### config.mk
export PLATFORM = sky130hd
export DESIGN_NAME = nf3_divider
export DESIGN_NICKNAME = d
export VERILOG_FILES = /design/src/rtl/nf3_pkg.sv /design/src/rtl/nf3_divider.sv
export SDC_FILE = /design/constraint.sdc
export NUM_CORES = 1
export LEC_CHECK = 0
export ABC_AREA = 1
export ABC_CLOCK_PERIOD_IN_PS = 1720
export BUFFER_PORTS_ARGS = -buffer_cell sky130_fd_sc_hd__buf_2
export CAP_MARGIN = 5
export CELL_PAD_IN_SITES_DETAIL_PLACEMENT = 2
export CELL_PAD_IN_SITES_GLOBAL_PLACEMENT = 2
export CORE_ASPECT_RATIO = 1.1
export CORE_MARGIN = 2
export CORE_UTILIZATION = 28
export DETAILED_ROUTE_END_ITERATION = 10
export PLACE_DENSITY = 0.83
export SYNTH_ARGS = -nofsm -noshare
export SYNTH_HDL_FRONTEND = slang
export SYNTH_SLANG_ARGS = --single-unit
export TNS_END_PERCENT = 5
### constraint.sdc
create_clock -name clock -period 1.72 [get_ports clock]
set_clock_uncertainty 0.2 [all_clocks]
set_input_delay 0.516 -clock clock [delete_from_list [all_inputs] [get_ports clock]]
set_output_delay 0.516 -clock clock [all_outputs]
set_load 0.05 [all_outputs]
### src/rtl/nf3_pkg.sv
// Shared constants, types and arithmetic helpers for the 3x3 RGB neighborhood filter.
package nf3_pkg;

   localparam int MAX_WIDTH  = 2048;
   localparam int MAX_HEIGHT = 2048;
   localparam int CHANNELS   = 3;
   localparam int ADDR_W     = $clog2(MAX_WIDTH);
   localparam int POS_W      = 11;
   localparam int GEOM_W     = 12;
   localparam int DIVN_W     = 18;
   localparam int DIVD_W     = 8;

   // floor(x / 25) == (x * RECIP_25) >> RECIP_SHIFT for any 15-bit x
   localparam logic [18:0] RECIP_25    = 19'd335545;
   localparam int          RECIP_SHIFT = 23;

   localparam logic [1:0] MODE_EDGE    = 2'd0;
   localparam logic [1:0] MODE_SHARPEN = 2'd1;
   localparam logic [1:0] MODE_SOFTEN  = 2'd2;
   localparam logic [1:0] MODE_EMBOSS  = 2'd3;

   localparam logic [1:0] REG_MODE     = 2'd0;
   localparam logic [1:0] REG_STRENGTH = 2'd1;
   localparam logic [1:0] REG_WIDTH    = 2'd2;
   localparam logic [1:0] REG_HEIGHT   = 2'd3;

   typedef logic [23:0] pixel_type;
   typedef logic [2*24-1:0] line_word_type;

   typedef struct packed {
      logic              start;
      logic [DIVN_W-1:0] dividend;
      logic [DIVD_W-1:0] divisor;
   } div_req_type;

   typedef struct packed {
      logic              done;
      logic [DIVN_W-1:0] quotient;
   } div_rsp_type;

   function automatic logic [7:0] px_chan(input pixel_type px, input logic [1:0] ch);
      logic [7:0] v;
      case (ch)
         2'd0:    v = px[7:0];
         2'd1:    v = px[15:8];
         default: v = px[23:16];
      endcase
      return v;
   endfunction

   function automatic logic [7:0] abs_diff(input logic [7:0] a, input logic [7:0] b);
      return (a > b) ? (a - b) : (b - a);
   endfunction

   function automatic logic [7:0] clamp_u8(input logic signed [11:0] k);
      logic [7:0] v;
      if (k < 0) v = 8'd0;
      else if (k > 12'sd255) v = 8'd255;
      else v = k[7:0];
      return v;
   endfunction

endpackage

### src/rtl/nf3_divider.sv
// Iterative restoring divider, one quotient bit per cycle, unsigned operands.
module nf3_divider
   import nf3_pkg::*;
(
   input  logic        clock,
   input  logic        reset,
   input  div_req_type req,
   output div_rsp_type rsp
);

   localparam int CNT_W = $clog2(DIVN_W + 1);

   logic [DIVN_W-1:0] quo_ff, quo_in;
   logic [DIVD_W-1:0] rem_ff, rem_in;
   logic [DIVD_W-1:0] den_ff, den_in;
   logic [CNT_W-1:0]  cnt_ff, cnt_in;
   logic              busy_ff, busy_in;
   logic              done_ff, done_in;
   logic [DIVD_W:0]   trial;

   always_comb begin
      quo_in  = quo_ff;
      rem_in  = rem_ff;
      den_in  = den_ff;
      cnt_in  = cnt_ff;
      busy_in = busy_ff;
      done_in = 1'b0;
      trial   = {rem_ff, quo_ff[DIVN_W-1]};
      if (req.start) begin
         quo_in  = req.dividend;
         rem_in  = '0;
         den_in  = req.divisor;
         cnt_in  = CNT_W'(DIVN_W);
         busy_in = 1'b1;
      end else if (busy_ff) begin
         if (trial >= {1'b0, den_ff}) begin
            rem_in = DIVD_W'(trial - {1'b0, den_ff});
            quo_in = {quo_ff[DIVN_W-2:0], 1'b1};
         end else begin
            rem_in = trial[DIVD_W-1:0];
            quo_in = {quo_ff[DIVN_W-2:0], 1'b0};
         end
         cnt_in = cnt_ff - 1'b1;
         if (cnt_ff == CNT_W'(1)) begin
            busy_in = 1'b0;
            done_in = 1'b1;
         end
      end
   end

   always_ff @(posedge clock) begin
      if (reset) begin
         busy_ff <= 1'b0;
         done_ff <= 1'b0;
         cnt_ff  <= '0;
      end else begin
         busy_ff <= busy_in;
         done_ff <= done_in;
         cnt_ff  <= cnt_in;
      end
      quo_ff <= quo_in;
      rem_ff <= rem_in;
      den_ff <= den_in;
   end

   assign rsp.done     = done_ff;
   assign rsp.quotient = quo_ff;

endmodule

# Word level (Yosys, flattened, before mapping)
# Index checks and enable logic that the tools add are counted.
[word_totals] reg_bits=41 output_inout_bits=19
[classes] n_addsub=2 magnitude_cmp=1 n_eq_ne=1 mux=10 bitwise_logic=1 reduce_logical=3
[op_table] op="$mux 18" count=2
[op_table] op="$mux 5" count=2
[op_table] op="$ge 9x8->1" count=1
[op_table] op="$mux 8" count=1
[op_table] op="$sub 8x8->8" count=1
[op_table] op="$eq 5x1->1 const B" count=1
[op_table] op="$mux 1" count=5
[op_table] op="$sub 5x1->5 const B" count=1
[op_table] op="$reduce_or 3->1" count=1
[op_table] op="$reduce_bool 2->1" count=1
[op_table] op="$reduce_or 2->1" count=1
[op_table] op="$not 1->1" count=1

# Logic depth before layout (Yosys ltp)
# Gate-level depths: netlist of the first run.
[depth] word_depth=4 mapped_depth=12 mapped_depth_nobuf=12

# Least setup slack after synthesis of the first run
# Ideal clock, no wire load.
[synth_path] path_kind="register to register" start="register quo_ff[17]" end="register rem_ff[4]" t_arrival_ns=1.832 required_time_ns=1.407 setup_slack_ns=-0.425 stages_incl_launch_ff=11 path_buffers=0 path_cell_list="edfxtp_1 inv_1 ha_1 fa_1 inv_1 nand3_1 nand3_1 xnor2_1 nand2_1 nand3_1 nand2_1"
[synth_between] elab_chain_len=2 word_cells_on_any_way=3 classes_between="add/sub (1); order compare (1); mux (1)"
[synth_rtl] item="start, declared" line_no="nf3_divider.sv:13" source="logic [DIVN_W-1:0] quo_ff, quo_in;"
[synth_rtl] item="start signal, assigned" line_no="nf3_divider.sv:61" source="quo_ff <= quo_in;"
[synth_rtl] item="$sub 8x8->8 / $ge 9x8->1 (equally long branches)" line_no="nf3_divider.sv:37, nf3_divider.sv:36"
[synth_rtl] item="$mux 8 *" line_no="nf3_divider.sv:36" source="if (trial >= {1'b0, den_ff}) begin"
[synth_rtl] item="end signal, assigned" line_no="nf3_divider.sv:62" source="rem_ff <= rem_in;"
[synth_rtl] item="end, declared" line_no="nf3_divider.sv:14" source="logic [DIVD_W-1:0] rem_ff, rem_in;"
# Every way passes the cells marked *; elsewhere a longest branch is shown, timed or not.
# A chain may end at the register's enable or synchronous reset.

# Final worst setup path of the first run
[layout_path] start="register den_ff[0]" end="register rem_ff[4]"
[layout_between] elab_chain_len=2 word_cells_on_any_way=3 classes_between="add/sub (1); order compare (1); mux (1)"
[layout_rtl] item="start, declared" line_no="nf3_divider.sv:15" source="logic [DIVD_W-1:0] den_ff, den_in;"
[layout_rtl] item="start signal, assigned" line_no="nf3_divider.sv:63" source="den_ff <= den_in;"
[layout_rtl] item="$sub 8x8->8 / $ge 9x8->1 (equally long branches)" line_no="nf3_divider.sv:37, nf3_divider.sv:36"
[layout_rtl] item="$mux 8 *" line_no="nf3_divider.sv:36"
# Marked as above.

==> impl_metrics.toml, run 1 <==
[status]
status = "finished, violations left"
violations = "setup timing"

[clocking]
clock-sinks = 41
root_buffer = "clkbuf_8"
clock_path_buffers = 2
ctsHoldBuffers = 0
cts_buffers = 5
insertion_delay_ps = 300
clk_pin_slew_ps = 80
htree_levels = 2
cts_tree = "done"

[synth]
yosysWarnings = 0
synth_cell_types = 31
synth_fa_ha_area_share_pct = 6.78
dominantRegCellSynth = "edfxtp_1"
yosysMostFrequentCell = "nand2_1"
synth_edf_count = 26
syn_area_per_cell_um2 = 8.46
ys_seq_elements = 41
synth_nets = 293
synthTopCellsByArea = "edfxtp_1 36%, nand2_1 18%, dfxtp_1 14%"
synth_compound_area_share_pct = 2.81
yosysTopAreaCell = "edfxtp_1"
synth_xor_area_share_pct = 1.64
synth_top_family_by_area = "simple AND/OR/NAND/NOR gates"
synthMuxAreaShare_pct = 0
synthTopCellsByCount = "103 x nand2_1, 26 x edfxtp_1, 25 x inv_1"
syn_inst = 253
synthesis.area_um2 = 2140
yosys.area_share.simple_pct = 31.9
synth_seq_area_share_pct = 50.5
synthArstFlopShare_pct = 0
synth.top_cell.area_share_pct = 36.5

[detailed_routing]
drtAntennaViolNets = 0
dr.pass1.iters = 4
vias_per_cell = 4.83
wl_per_cell_um = 19.4
num_vias = 1999
wl_um = 8030
drt_iter0_markers = 69
drc_errors = 0

[worst_setup_path]
r2r-end = "rem_ff[4]"
arrival_ps = 2000
rrSetupSlack_ps = -290
cp_slowest_cell = "edfxtp_1"
crit_path_start = "den_ff[0]"
max_stage_delay_ps = 440
critPathRequiredTime_ps = 1710
timing_worst_setup_path_type = "register to register"
r2r_start = "den_ff[0]"
crit_end = "rem_ff[4]"
cp_max_fo = 2
end_kind = "register"
r2r_cells = 9
worstSetupStartpointType = "register"
path_cells = "ha_4, fa_2, inv_2, nand3_1, nand3_2, xnor2_1, nand2_1, nand3_1, nand2_1"

[cells_and_area]
area_delta_synth_final_pct = 39.1
antenna-diode-count = 0
fillers = 847
post-route-cell-area_um2 = 2980
layout-drive-gt1-share_pct = 37.3
layout.cells.non_filler = 414
nets = 366

[grt]
grt_pass1_vias = 2277
grt_max_degree = 23
grt_pass1_wl_um = 12300
gr-total-overflow = 0
grt_usage_pct = 19.8
antenna_found_initial = 0

[hold_path]
min_path_type = "input pin to register"

[timing]
setup_tns_ps = -2120
hold_violations = 0
final-setup-viol-count = 10
fin_crit_sh_pct = 117
finalMaxSlewViolations = 0
fmax_mhz = 498
period_needed_ps = 2010
worst_slack_ps = -288
slew_headroom_pct = 72.1
worst_slew_pin_slew_ps = 417
rsz0062_at_grt = "yes"

[pwr]
peakVddDrop_v = 0.000392
p_total_w = 0.00270
power.leakage_nw = 1.44
p_per_area_nw_per_um2 = 907

[floorplanning]
dieArea_um2 = 8360
rows = 33
start_util_pct = 28.8
die_w_um = 87.3
die_height_um = 95.7
boundaryPins = 48
core_um2 = 7430

[placement]
dpl.cell_count = 399
port-buffer-count = 47
dp_hpwl_um = 5060
dp_slack_ps = -296
globalplace.congestion = 0.791
dpl-instance-area_um2 = 2610

[job]
maxCapViolCount = 0
## cell usage in the layout, fill, tap and decap left out, drive strengths merged
cell type	count
xor2	3
nand2	108
dfxtp	15
nand3b	7
a31oi	2
clkbuf	6
clkinv	2
fa	1
ha	10
nand4	1
inv	29
nor2	15
or2	1
nand3	19
bufinv	1
nor3	3
a21oi	4
clkinvlp	1
o211ai	1
and3	1
edfxtp	26
xnor2	1
a221oi	1
buf	69
## metal layers
| layer | part of all wire (%) | track usage, % |
|---|---|---|
| met1 | 38 | 21.2 |
| met2 | 56 | 37.3 |
| met3 | 3.2 | 3.20 |
| met4 | 2.9 | 9.36 |
| met5 | 0 | 0 |
## cell families after synthesis
family	count (synthesis)
adders and majority gates	11
AOI/OAI and AO/OA	8
xor gates and xnor gates	4
buffers and inverters	35
and+or+nand+nor	154
DFF	41
## sequential cells by signal, summed over array words and instances, names as in the netlist
register  count
busy_ff       1
cnt_ff        5
den_ff        8
done_ff       1
quo_ff       18
rem_ff        8
## report_power, final
group	switching, W	internal, W
logic	0.000479	0.000250
clock network	0.000357	0.000428
registers	0.0000493	0.00114
total	0.000885	0.00181
## critical path: cells and delay by family, from the launching register on
family | cells | cell delay (ps)
xor gates and xnor gates | 1 | 120
adders and majority gates | 2 | 580
DFF | 1 | 440
and+or+nand+nor | 5 | 440
buffers and inverters | 1 | 90
## per-stage QoR
step	hold slack [ps]	util [%]
2_1_floorplan	242	-
3_3_place_gp	259	35.1
3_5_place_dp	276	35.1
4_1_cts	184	38.7
5_1_grt	176	40.0
6_report	188	40.0
## timing repair
| action | 4_1_cts | 5_1_grt |
|---|---|---|
| resized for setup | 23 | 19 |
| setup buffers | 4 | 2 |
| cloned | 1 | 0 |
| endpoints found under the setup margin | 10 | 11 |
| pin swaps | 7 | 7 |
## worst min-delay path by stage
stage,startpoint,to,depth (start not counted)
2_1_floorplan,cnt_ff[4],cnt_ff[4],2
3_3_place_gp,cnt_ff[4],cnt_ff[4],2
3_5_place_dp,cnt_ff[4],cnt_ff[4],2
4_1_cts,req[3],den_ff[3],1
5_1_grt,req[3],den_ff[3],1
6_report,req[5],den_ff[5],1
## layout make-up
| class | count | area (µm²) | area share, % |
|---|---|---|---|
| Sequential cell | 41 | 1080 | 36.3 |
| Clock buffer | 5 | 68.8 | 2.31 |
| Tap cell | 87 | 109 | 3.66 |
| Inverter | 30 | 113 | 3.78 |
| Timing Repair Buffer | 70 | 442 | 14.8 |
| Clock inverter | 3 | 41.3 | 1.39 |
| Multi-Input combinational cell | 178 | 1120 | 37.7 |
Power figures use the tool's default switching activity.
==> inputs of run 2 (changes only) <==
--- a/config.mk
+++ b/config.mk
@@ -7,7 +7,7 @@
 export LEC_CHECK = 0
 export ABC_AREA = 1
-export ABC_CLOCK_PERIOD_IN_PS = 1720
+export ABC_CLOCK_PERIOD_IN_PS = 1700
 export BUFFER_PORTS_ARGS = -buffer_cell sky130_fd_sc_hd__buf_2
-export CAP_MARGIN = 5
+export CAP_MARGIN = 20
 export CELL_PAD_IN_SITES_DETAIL_PLACEMENT = 2
 export CELL_PAD_IN_SITES_GLOBAL_PLACEMENT = 2
==> constraint.sdc (replaced) <==
create_clock -name clock -period 1.7 [get_ports clock]
set_clock_uncertainty 0.2 [all_clocks]
set_input_delay 0.34 -clock clock [delete_from_list [all_inputs] [get_ports clock]]
set_output_delay 0.34 -clock clock [all_outputs]
set_load 0.05 [all_outputs]
==> impl_metrics.toml, run 2 (same netlist as run 1, synthesis figures left out) <==
[status]
status = "finished, violations left"
violations = "setup timing"

[timing]
period_needed_ps = 1900
rsz0062_at_grt = "yes"
fin_hold_ws_ps = 12.6
final-setup-viol-count = 9
worst_slew_pin_slew_ps = 417
slew_headroom_pct = 72.1
finalMaxSlewViolations = 0
worst_slack_ps = -200
hold_violations = 0
fmax_mhz = 526
fin_crit_sh_pct = 112

[clocking]
clk_pin_slew_ps = 80
cts_buffers = 5
htree_levels = 2
ctsHoldBuffers = 0
cts_tree = "done"
clock-sinks = 41
clock_path_buffers = 2
root_buffer = "clkbuf_8"
insertion_delay_ps = 290

[floorplanning]
core_um2 = 7430
rows = 33
die_w_um = 87.3
die_height_um = 95.7
dieArea_um2 = 8360
boundaryPins = 48
start_util_pct = 28.8

[grt]
antenna_found_initial = 0
gr-total-overflow = 0
grt_pass1_wl_um = 12300
grt_max_degree = 23
grt_usage_pct = 19.8
grt_pass1_vias = 2376

[pwr]
power.leakage_nw = 1.47
p_per_area_nw_per_um2 = 905
peakVddDrop_v = 0.000375
p_total_w = 0.00274

[cells_and_area]
layout-drive-gt1-share_pct = 38.7
nets = 370
area_delta_synth_final_pct = 41.3
antenna-diode-count = 0
layout_common_cells = "92 x nand2_1, 47 x buf_2, 26 x edfxtp_1"
largest_reg_flops = 18
final_common_cell = "nand2_1"
reg_top3 = "quo_ff (18), den_ff (8), rem_ff (8)"
post-route-cell-area_um2 = 3020
regMostFlops = "quo_ff"
post-route-util_pct = 40.7
fillers = 828

[worst_setup_path]
critical-path-top-delay-family = "simple AND/OR/NAND/NOR gates"
arrival_ps = 1880
max_stage_delay_ps = 390
worstSetupStartpointType = "register"
cp_slowest_cell = "edfxtp_1"
cp_max_fo = 5
crit_buf_inv = 1
path_cells = "inv_2, ha_4, or2_4, nand3_4, nand2_4, nand2_4, nand3b_1, nand3_1, nand2_1"
critPathRequiredTime_ps = 1680
critPathMostFrequentCell = "nand2_4"
timing_worst_setup_path_type = "register to register"
end_kind = "register"

[detailed_routing]
vias_per_cell = 4.81
dr.pass1.iters = 4
drc_errors = 0
wl_per_cell_um = 18.9
drtAntennaViolNets = 0
drt_iter0_markers = 63
num_vias = 2011
wl_um = 7890

[placement]
port-buffer-count = 47
dpl-instance-area_um2 = 2620
globalplace.congestion = 0.758
dp_hpwl_um = 5360

[job]
maxCapViolCount = 0

[hold_path]
min_path_type = "input pin to register"
[run 2: changes by cell type in the layout (fill, tap and decap cells not counted), sizes merged]
cell      before  now
clkinv         2    1
inv           29   30
buf           69   74
clkinvlp       1    0
[run 2: power breakdown]
part	leakage [nW]	switching (W)	total (W)	internal (W)
Combinational	1.03	0.000488	0.000757	0.000269
Clock	0.0528	0.000347	0.000781	0.000434
Sequential	0.385	0.0000504	0.00120	0.00115
Total	1.47	0.000886	0.00274	0.00185
[run 2: cell type report]
class,count,area (µm²),area share [%]
inverter,30,113,3.72
timing repair buffer,74,470,15.6
multi-input combinational,178,1140,37.9
sequential,41,1080,35.7
tap,87,109,3.60
clock inverter,2,33.8,1.12
clock buffer,6,72.6,2.40
[run 2: final timing paths]
| kind | from | slack [ps] | cells after the start | end |
|---|---|---|---|---|
| max | den_ff[2] | -200 | 9 | rem_ff[3] |
| min reg2reg | cnt_ff[4] | 300 | 2 | cnt_ff[4] |
| min | req[3] | 10 | 1 | den_ff[3] |
| max reg2reg | den_ff[2] | -200 | 9 | rem_ff[3] |
[run 2: timing repair]
action / 4_1_cts / 5_1_grt
pin swaps: 11 / 7
gates cloned: 1 / 0
buffers inserted: 7 / 1
resized for setup: 29 / 13
setup endpoints to repair: 9 / 9
[run 2: metal layers]
metal  wire length [µm]  global-route usage, %  vias to the layer above
met1               2880                   20.8                      985
li1                   -                      -                      964
met3                327                   3.20                       13
met2               4550                   39.4                       49
met4                128                   6.03                        0
met5                  0                      0                        -
[run 2: metrics by stage]
stage / setup TNS (ps) / setup slack [ps] / cells
after floorplan: -2510 / -354 / 253
after global placement: -2100 / -247 / 401
after detailed placement: -2230 / -278 / 401
after CTS: -971 / -117 / 417
after global routing: -1920 / -270 / 418
final: -1210 / -200 / 418
==> inputs of run 3 (changes only) <==
- CORE_ASPECT_RATIO: 1.1 -> not set
==> impl_metrics.toml, run 3 (same netlist as run 1, synthesis figures left out) <==
[hold_path]
worstHoldEndpoint = "den_ff[4]"
min_path_type = "input pin to register"
min-delay-start = "req[4]"
hold_path_depth = 1

[detailed_routing]
drt_iter0_markers = 84
drtAntennaViolNets = 0
dr.pass1.iters = 4
wl_per_cell_um = 16.3
vias_per_cell = 4.64
wl_um = 6900
drc_errors = 0
num_vias = 1963

[timing]
period_needed_ps = 1850
worst_slew_pin_slew_ps = 412
worst_slack_ps = -153
fmax_mhz = 540
hold_violations = 0
finalMaxSlewViolations = 0
rsz0062_at_grt = "yes"
fin_crit_sh_pct = 109
final-setup-viol-count = 9
slew_headroom_pct = 72.5

[floorplanning]
core_um2 = 7330
die_height_um = 91.4
start_util_pct = 29.2
die_w_um = 91.4
rows = 31
dieArea_um2 = 8360
boundaryPins = 48

[placement]
dp_hpwl_um = 5000
globalplace.congestion = 0.777
dpl-instance-area_um2 = 2660
port-buffer-count = 47

[clocking]
root_buffer = "clkbuf_8"
insertion_delay_ps = 300
cts_tree = "done"
clock_path_buffers = 2
htree_levels = 2
cts_buffers = 5
clk_pin_slew_ps = 80
clock-sinks = 41

[worst_setup_path]
worstSetupStartpointType = "register"
rrSetupSlack_ps = -150
r2r_start = "quo_ff[17]"
end_kind = "register"
r2r-end = "rem_ff[3]"
arrival_ps = 1850
critPathRequiredTime_ps = 1700
timing_worst_setup_path_type = "register to register"
cp_max_fo = 10
r2r_cells = 10

[cells_and_area]
fillers = 839
reg_top3 = "quo_ff (18), den_ff (8), rem_ff (8)"
post-route-util_pct = 39.6
layout_common_cells = "96 x nand2_1, 47 x buf_2, 26 x edfxtp_1"
antenna-diode-count = 0
post-route-cell-area_um2 = 2900
area_delta_synth_final_pct = 35.6
largest_reg_flops = 18
layout-drive-gt1-share_pct = 34.3
final_common_cell = "nand2_1"
regMostFlops = "quo_ff"
nets = 363

[status]
status = "finished, violations left"
violations = "setup timing"

[pwr]
p_per_area_nw_per_um2 = 938
power.leakage_nw = 1.44
peakVddDrop_v = 0.000562

[job]
maxCapViolCount = 0

[grt]
gr-total-overflow = 0
antenna_found_initial = 0
grt_usage_pct = 17.2
grt_max_degree = 22
grt_pass1_vias = 2260
grt_pass1_wl_um = 11300
run 3: changes by cell type in the layout (fill, tap and decap cells not counted), sizes merged:
cell,previous run,this run
inv,30,29
bufinv,1,0
clkbuf,6,7
clkinv,1,2
nand2,108,107
buf,74,68
run 3: what timing repair did:
| item | CTS | global route |
|---|---|---|
| endpoints found under the setup margin | 9 | 9 |
| pin swaps | 7 | 8 |
| resized for setup | 15 | 7 |
| hold buffers | 0 | 0 |
| buffers inserted | 0 | 0 |
run 3: per-stage QoR:
step | TNS [ps] | hold slack, ps | power, W | setup WS [ps] | instances
finish | -1080 | 10.0 | 0.00272 | -153 | 423
global route | -2220 | 5.69 | 0.00285 | -283 | 423
CTS | -1210 | 5.15 | 0.00272 | -202 | 423
detailed placement | -1820 | 271 | 0.00184 | -233 | 415
floorplan | -2510 | 209 | 0.00161 | -354 | 253
global placement | -983 | 258 | 0.00181 | -132 | 415
run 3: worst max-delay path by stage:
| stage | startpoint | to | slack, ps | cells past startpoint |
|---|---|---|---|---|
| after floorplan | quo_ff[17] | rem_ff[4] | -350 | 10 |
| after global placement | den_ff[1] | rem_ff[0] | -130 | 11 |
| after detailed placement | den_ff[1] | rem_ff[4] | -230 | 11 |
| after CTS | quo_ff[17] | rem_ff[4] | -200 | 10 |
| after global routing | den_ff[1] | rem_ff[7] | -280 | 12 |
| final | quo_ff[17] | rem_ff[3] | -150 | 10 |
run 3: power breakdown:
group	internal [W]	switching, W	leakage, nW
registers	0.00115	0.0000459	0.385
logic	0.000237	0.000448	0.987
clock network	0.000466	0.000375	0.0645
total	0.00185	0.000868	1.44
run 3: worst max-delay path, cell delays in order (launching register included):
cell and delay, ps:
edfxtp_1 400, inv_2 70, ha_4 290, nand2_1 70, nor2_2 150, a21oi_4 80
buf_12 140, nand2_4 110, nand2_1 100, nand3_1 90, nand2_1 50
run 3: per-layer routing:
layer  wire length (µm)  global-route usage, %  vias to the layer above
met4                 97                   4.42                        0
met1               2900                   20.2                      968
li1                   -                      -                      946
met2               3640                   31.5                       39
met5                  0                      0                        -
met3                268                   3.49                       10
run 3: layout make-up:
cell class / instances / area, µm² / share of cell area [%]
Tap cell: 99 / 124 / 4.27
Multi-Input combinational cell: 177 / 1040 / 35.9
Inverter: 30 / 113 / 3.88
Sequential cell: 41 / 1080 / 37.3
Timing Repair Buffer: 68 / 418 / 14.4
Clock buffer: 7 / 119 / 4.10
Clock inverter: 1 / 5.00 / 0.173
